## src/hw/rtl/dop_pkg.sv

```systemverilog
// Shared types and constants of the DHCP option parser.
// No dependencies; used by the top level and its checker.
`timescale 1ns / 1ps

package dop_pkg;

    localparam int unsigned PADDR_W = 3;
    localparam int unsigned PDATA_W = 32;

    // Register index of the default mask register, taken from paddr[2].
    localparam logic REG_DEFAULT_MASK = 1'b0;

    localparam logic [31:0] DEFAULT_MASK_RESET = 32'hFFFF_FF00;

    localparam logic [7:0] OPT_PAD      = 8'd0;
    localparam logic [7:0] OPT_SUBNET   = 8'd1;
    localparam logic [7:0] OPT_ROUTER   = 8'd3;
    localparam logic [7:0] OPT_DNS      = 8'd6;
    localparam logic [7:0] OPT_LEASE    = 8'd51;
    localparam logic [7:0] OPT_MSG_TYPE = 8'd53;
    localparam logic [7:0] OPT_SERVER   = 8'd54;
    localparam logic [7:0] OPT_END      = 8'd255;

    localparam logic [2:0] FULL_VALUE = 3'd4;

    typedef struct packed {
        logic [7:0]  msg_type;
        logic [31:0] net_mask;
        logic [31:0] router_addr;
        logic [31:0] dns_addr;
        logic [31:0] lease_seconds;
        logic [31:0] server_id;
        logic        end_seen;
    } result_t;

endpackage

```

## src/hw/rtl/dhcp_option_parser.sv

```systemverilog
// DHCP option parser: one options-area byte per transfer, result on the last byte.
// Results are registered in the output or skid register as their last byte is taken.
// Throughput: one byte per cycle while s_ready is high; walk state updates once per byte.
// An output register plus one skid register let input continue while a result waits.
// Reset (aresetn low, synchronous) clears the walk and stores; both masks load 0xFFFFFF00.
// Depends on dop_pkg.
`timescale 1ns / 1ps

module dhcp_option_parser #(
    parameter int unsigned OPTION_AREA_BYTES = 312
) (
    input  logic                         aclk,
    input  logic                         aresetn,

    input  logic                         psel,
    input  logic                         penable,
    input  logic                         pwrite,
    input  logic [dop_pkg::PADDR_W-1:0]  paddr,
    input  logic [dop_pkg::PDATA_W-1:0]  pwdata,
    output logic [dop_pkg::PDATA_W-1:0]  prdata,
    output logic                         pready,

    input  logic                         s_valid,
    output logic                         s_ready,
    input  logic [7:0]                   s_opt_byte,
    input  logic                         s_first_byte,
    input  logic                         s_last_byte,
    input  logic                         s_clear_offer,

    output logic                         m_valid,
    input  logic                         m_ready,
    output logic [7:0]                   m_msg_type,
    output logic [31:0]                  m_net_mask,
    output logic [31:0]                  m_router_addr,
    output logic [31:0]                  m_dns_addr,
    output logic [31:0]                  m_lease_seconds,
    output logic [31:0]                  m_server_id,
    output logic                         m_end_seen
);
    import dop_pkg::*;

    localparam int unsigned AREA_W = $clog2(OPTION_AREA_BYTES + 1);
    localparam logic [AREA_W-1:0] AREA_LIMIT = AREA_W'(OPTION_AREA_BYTES);

    typedef enum logic [1:0] {
        PH_CODE,
        PH_LEN,
        PH_VALUE
    } phase_t;

    logic [31:0]       mask_cfg_reg;

    phase_t            phase_reg, phase_next;
    logic [7:0]        code_reg, code_next;
    logic [7:0]        left_reg, left_next;
    logic [2:0]        count_reg, count_next;
    logic [31:0]       shift_reg, shift_next;
    logic [AREA_W-1:0] area_reg, area_next;
    logic              stopped_reg, stopped_next;
    logic [7:0]        type_reg, type_next;
    logic [31:0]       mask_reg, mask_next;
    logic [31:0]       router_reg, router_next;
    logic [31:0]       dns_reg, dns_next;
    logic [31:0]       lease_reg, lease_next;
    logic [31:0]       server_reg, server_next;

    result_t           out_reg, skid_reg, result_next;
    logic              out_valid_reg, skid_valid_reg;

    logic              accept;
    logic              cfg_write;
    logic [31:0]       value_shift;
    logic [2:0]        value_count;

    assign pready    = 1'b1;
    assign cfg_write = psel && penable && pwrite;
    assign prdata    = (paddr[2] == REG_DEFAULT_MASK) ? mask_cfg_reg : '0;

    always_ff @(posedge aclk) begin
        if (!aresetn) begin
            mask_cfg_reg <= DEFAULT_MASK_RESET;
        end else if (cfg_write && paddr[2] == REG_DEFAULT_MASK) begin
            mask_cfg_reg <= pwdata;
        end
    end

    assign s_ready = !skid_valid_reg;
    assign accept  = s_valid && s_ready;

    // Walk state after the per-message resets, then one byte of parsing.
    always_comb begin
        value_shift  = '0;
        value_count  = '0;
        phase_next   = phase_reg;
        code_next    = code_reg;
        left_next    = left_reg;
        count_next   = count_reg;
        shift_next   = shift_reg;
        area_next    = area_reg;
        stopped_next = stopped_reg;
        type_next    = type_reg;
        mask_next    = mask_reg;
        router_next  = router_reg;
        dns_next     = dns_reg;
        lease_next   = lease_reg;
        server_next  = server_reg;

        if (s_first_byte) begin
            phase_next   = PH_CODE;
            code_next    = '0;
            left_next    = '0;
            count_next   = '0;
            shift_next   = '0;
            area_next    = '0;
            stopped_next = 1'b0;
            type_next    = '0;
            if (s_clear_offer) begin
                mask_next   = mask_cfg_reg;
                router_next = '0;
                dns_next    = '0;
                lease_next  = '0;
                server_next = '0;
            end
        end

        if (!stopped_next && area_next < AREA_LIMIT) begin
            area_next = area_next + 1'b1;
            case (phase_next)
                PH_LEN: begin
                    left_next  = s_opt_byte;
                    count_next = '0;
                    shift_next = '0;
                    phase_next = (s_opt_byte == 8'd0) ? PH_CODE : PH_VALUE;
                end
                PH_VALUE: begin
                    value_shift = shift_next;
                    value_count = count_next;
                    if (count_next < FULL_VALUE) begin
                        value_shift = {shift_next[23:0], s_opt_byte};
                        value_count = count_next + 1'b1;
                    end
                    shift_next = value_shift;
                    count_next = value_count;
                    left_next  = left_next - 1'b1;
                    if (left_next == 8'd0) begin
                        phase_next = PH_CODE;
                        if (code_next == OPT_MSG_TYPE) begin
                            // The first value byte sits count-1 bytes above the bottom.
                            case (value_count)
                                3'd1:    type_next = value_shift[7:0];
                                3'd2:    type_next = value_shift[15:8];
                                3'd3:    type_next = value_shift[23:16];
                                3'd4:    type_next = value_shift[31:24];
                                default: type_next = type_next;
                            endcase
                        end else if (value_count == FULL_VALUE) begin
                            case (code_next)
                                OPT_SUBNET: mask_next   = value_shift;
                                OPT_ROUTER: router_next = value_shift;
                                OPT_DNS:    dns_next    = value_shift;
                                OPT_LEASE:  lease_next  = value_shift;
                                OPT_SERVER: server_next = value_shift;
                                default:    mask_next   = mask_next;
                            endcase
                        end
                    end
                end
                default: begin
                    phase_next = PH_CODE;
                    if (s_opt_byte == OPT_END) begin
                        stopped_next = 1'b1;
                    end else if (s_opt_byte != OPT_PAD) begin
                        code_next  = s_opt_byte;
                        phase_next = PH_LEN;
                    end
                end
            endcase
        end

        result_next.msg_type      = type_next;
        result_next.net_mask      = mask_next;
        result_next.router_addr   = router_next;
        result_next.dns_addr      = dns_next;
        result_next.lease_seconds = lease_next;
        result_next.server_id     = server_next;
        result_next.end_seen      = stopped_next;
    end

    always_ff @(posedge aclk) begin
        if (!aresetn) begin
            phase_reg   <= PH_CODE;
            code_reg    <= '0;
            left_reg    <= '0;
            count_reg   <= '0;
            shift_reg   <= '0;
            area_reg    <= '0;
            stopped_reg <= 1'b0;
            type_reg    <= '0;
            mask_reg    <= DEFAULT_MASK_RESET;
            router_reg  <= '0;
            dns_reg     <= '0;
            lease_reg   <= '0;
            server_reg  <= '0;
        end else if (accept) begin
            phase_reg   <= phase_next;
            code_reg    <= code_next;
            left_reg    <= left_next;
            count_reg   <= count_next;
            shift_reg   <= shift_next;
            area_reg    <= area_next;
            stopped_reg <= stopped_next;
            type_reg    <= type_next;
            mask_reg    <= mask_next;
            router_reg  <= router_next;
            dns_reg     <= dns_next;
            lease_reg   <= lease_next;
            server_reg  <= server_next;
        end
    end

    // A new result goes to the skid register only when the output register
    // is held; s_ready is low while the skid register is full.
    always_ff @(posedge aclk) begin
        if (!aresetn) begin
            out_valid_reg  <= 1'b0;
            skid_valid_reg <= 1'b0;
        end else if (out_valid_reg && !m_ready) begin
            if (accept && s_last_byte) begin
                skid_reg       <= result_next;
                skid_valid_reg <= 1'b1;
            end
        end else if (skid_valid_reg) begin
            out_reg        <= skid_reg;
            out_valid_reg  <= 1'b1;
            skid_valid_reg <= 1'b0;
        end else begin
            out_reg       <= result_next;
            out_valid_reg <= accept && s_last_byte;
        end
    end

    assign m_valid         = out_valid_reg;
    assign m_msg_type      = out_reg.msg_type;
    assign m_net_mask      = out_reg.net_mask;
    assign m_router_addr   = out_reg.router_addr;
    assign m_dns_addr      = out_reg.dns_addr;
    assign m_lease_seconds = out_reg.lease_seconds;
    assign m_server_id     = out_reg.server_id;
    assign m_end_seen      = out_reg.end_seen;

endmodule

```

## config.mk

```make
export PLATFORM = sky130hd
export DESIGN_NAME = dhcp_option_parser
export DESIGN_NICKNAME = d
export VERILOG_FILES = /design/src/hw/rtl/dop_pkg.sv /design/src/hw/rtl/dhcp_option_parser.sv
export SDC_FILE = /design/constraint.sdc
export NUM_CORES = 1
export LEC_CHECK = 0
export BUFFER_PORTS_ARGS = -buffer_cell sky130_fd_sc_hd__clkbuf_2
export CORE_ASPECT_RATIO = 1.4
export CORE_MARGIN = 2
export CORE_UTILIZATION = 40
export DETAILED_ROUTE_END_ITERATION = 8
export GPL_TIMING_DRIVEN = 0
export PLACE_DENSITY = 0.64
export SYNTH_ARGS = -nofsm -noshare
export SYNTH_HDL_FRONTEND = slang
export SYNTH_SLANG_ARGS = --single-unit
```

## constraint.sdc

```tcl
create_clock -name aclk -period 34 [get_ports aclk]
set_clock_uncertainty 0.2 [all_clocks]
set_input_delay 5.1 -clock aclk [delete_from_list [all_inputs] [get_ports aclk]]
set_output_delay 5.1 -clock aclk [all_outputs]
set_load 0.02 [all_outputs]
```

==> flow_metrics.py <==
metrics = {
    "status": {
        "outcome": "finished clean",
    },
    "min_path": {
        "holdCritStartpoint": "server_reg[8]",
        "hold_class": "reg -> reg",
    },
    "grt": {
        "antenna_found_initial": 0,
        "grt_pass1_vias": 19169,
        "grt_pass1_wl_um": 119500,
        "grt_usage_pct": 23.69,
        "grt_max_degree": 73,
        "overflow": 0,
    },
    "detailed_routing": {
        "antenna_left": 0,
        "drt_iter0_markers": 1871,
        "firstDrtPassIters": 6,
        "viasPerCell": 5.483,
        "via_count": 19377,
        "wl_per_cell_um": 22.85,
        "drt-total-wl_um": 80740,
        "drcViolationCount": 0,
    },
    "sta": {
        "holdWs_ps": 253.1,
        "period_needed_ps": 11290,
        "maxSlewViolCount": 0,
        "setup_viol": 0,
        "finalHoldViolations": 0,
        "worst_pin_slew_ps": 1241,
        "finalWorstSetupSlack_ps": 22710,
        "layout_worst_path_cycle_share_pct": 33.21,
        "slew_headroom_pct": 14.91,
        "rsz0062_at_grt": "false",
        "fin_setup_tns_ps": 0,
        "max_freq_mhz": 88.56,
    },
    "clocking": {
        "numCtsBuffers": 56,
        "worst_skew_pair.late_latency_ps": 640,
        "cts_htree_levels": 2,
        "holdBufCountCts": 0,
        "cts_tree": "built",
        "cts_post_setup_buffers_inserted": 0,
        "cts_resized": 0,
        "clk_path_buf_depth": 3,
        "cts_root_buffer": "clkbuf_16",
        "path_clk_slew_ps": 70,
        "cts.sinks": 603,
    },
    "pwr": {
        "vdd_drop_max_mv": 0.04361,
        "p_sw_mw": 0.3670,
        "netSwitchingFraction_pct": 23.76,
        "combPwrFrac_pct": 6.3,
        "power_density_nw_per_um2": 50.91,
        "pwr-share-clk_pct": 42.6,
        "internal_power_mw": 1.178,
        "leakage_nw": 11.63,
        "p_seq_share_pct": 51.1,
    },
    "yosys": {
        "syn_nets": 2379,
        "yosys_warnings": 0,
        "synth_common_cells": "nand2_1 (462), edfxtp_1 (338), dfxtp_1 (265), o21ai_0 (180), mux2_2 (177)",
        "synth_cell_type_count": 68,
        "synth-edff-count": 338,
        "yosys.area.top_type": "edfxtp_1",
        "ys_seq_elements": 603,
        "synth_ff_type": "edfxtp_1",
        "yosysSeqAreaShare_pct": 59.65,
        "synth_top_area_share_pct": 39.17,
        "syn_inst": 2320,
        "synth_area_um2": 25910,
        "yosys-top-cells-area": "edfxtp_1 (39%), dfxtp_1 (20%), mux2_2 (7.7%)",
        "syn_avg_cell_area_um2": 11.17,
        "yosysMostFrequentCell": "nand2_1",
        "synthArstFlopShare_pct": 0,
    },
    "die": {
        "pin_count": 257,
        "die_x_um": 219.1,
        "fp.coreArea_um2": 64140,
        "initial_core_util_pct": 40.40,
        "die_h_um": 305.1,
        "placementRows": 110,
        "dieArea_um2": 66860,
    },
    "setup_path": {
        "r2r_end": "m_net_mask[10]",
        "reg2reg_from": "left_reg[0]",
        "crit_required_ps": 28700,
        "cp-endpoint": "prdata[22]",
        "reg2regPathDepth": 11,
        "path_class": "in -> out",
        "cp-end-kind": "primary output",
        "critPathMaxFanout": 10,
        "reg2reg_slack_ps": 29660,
        "crit_arrival_ps": 5990,
        "startpoint_type": "primary input",
        "crit_start": "paddr[2]",
    },
    "flow_run": {
        "drv_cap": 0,
    },
    "place": {
        "dp_worst_setup_slack_ps": 22670,
        "place_inst": 3429,
        "dp_hpwl_um": 61240,
        "gp_congestion": 0.9387,
        "port_buffers": 252,
        "place_area_um2": 28450,
    },
    "cells_and_area": {
        "drive_gt1_share_pct": 22.27,
        "largest_reg_flops": 169,
        "regArea_um2": 15450,
        "antennaDiodeCount": 0,
        "num-nets-final": 2706,
        "fin_area_um2": 30350,
        "fill_cells": 6051,
        "areaGrowthSynthToFinish_pct": 17.11,
        "finalNonFillerCells": 3534,
        "multi_input_area_um2": 9673,
    },
}
logic make-up after synthesis:
| family | after synthesis | synth area share (%) |
|---|---|---|
| AOI/OAI and AO/OA | 390 | 9.479 |
| xor gates and xnor gates | 4 | 0.1352 |
| adders and majority gates | 6 | 0.2897 |
| buffers and inverters | 199 | 3.052 |
| DFF | 603 | 59.65 |
| muxes | 341 | 14.03 |
| other | 1 | 0.01447 |
| and+or+nand+nor | 776 | 13.36 |
final cells by class:
| cell class | instances | share of cell area, % |
|---|---|---|
| Buffer | 165 | 2.185 |
| Clock buffer | 66 | 4.915 |
| Clock inverter | 39 | 1.340 |
| Inverter | 34 | 0.4206 |
| Multi-Input combinational cell | 1518 | 31.88 |
| Sequential cell | 603 | 50.93 |
| Tap cell | 840 | 3.463 |
| Timing Repair Buffer | 269 | 4.870 |
metal layers:
layer | vias to the layer above | part of all wire, % | GRT usage, %
li1 | 9002 | - | -
met1 | 9439 | 39 | 28.79
met2 | 759 | 50 | 41.07
met3 | 177 | 5.8 | 3.622
met4 | 0 | 4.8 | 10.97
met5 | - | 0 | 0
critical path: stages:
cell and delay [ps]:
clkbuf_2 210, clkbuf_1 380, nor2b_1 130, clkbuf_2 180
power by group through the flow:
stage,clock [mW],combinational (mW),sequential (mW)
after floorplan,0,0.0446,0.818
after global placement,0,0.0944,0.810
after detailed placement,0,0.0969,0.806
after CTS,0.666,0.0973,0.790
after global routing,0.694,0.104,0.791
final,0.657,0.0975,0.790
worst min-delay path by stage:
stage | to | cells after the start
final | server_reg[8] | 2
after global routing | dns_reg[25] | 2
after CTS | router_reg[25] | 2
after detailed placement | server_reg[9] | 2
after global placement | router_reg[26] | 2
after floorplan | dns_reg[0] | 2
cell usage in the layout, fill, tap and decap left out, drive strengths merged, types with 7 or more instances in the layout:
cell type	Yosys	final
or2	27	27
o2bb2ai	16	16
mux2i	164	164
edfxtp	338	338
buf	32	49
a211oi	11	11
a222oi	8	8
or4	11	11
nor2b	39	39
clkbuf	133	451
o31ai	10	10
nand3	45	45
a22o	9	9
a22oi	41	41
o22ai	18	18
nor3	28	28
o211ai	23	23
a31oi	7	7
inv	33	36
a21oi	39	39
nor2	100	100
bufinv	0	7
clkinv	1	27
o21ai	181	181
and3	15	15
mux2	177	177
nand4	13	13
dfxtp	265	265
nand2	462	462
metrics by stage:
stage                     power, mW  utilization, %
after floorplan              0.8628               -
after global placement       0.9040           44.01
after detailed placement     0.9030           44.35
after CTS                     1.554           47.31
after global routing          1.589           47.31
final                         1.545           47.31
Power figures use the tool's default switching activity.
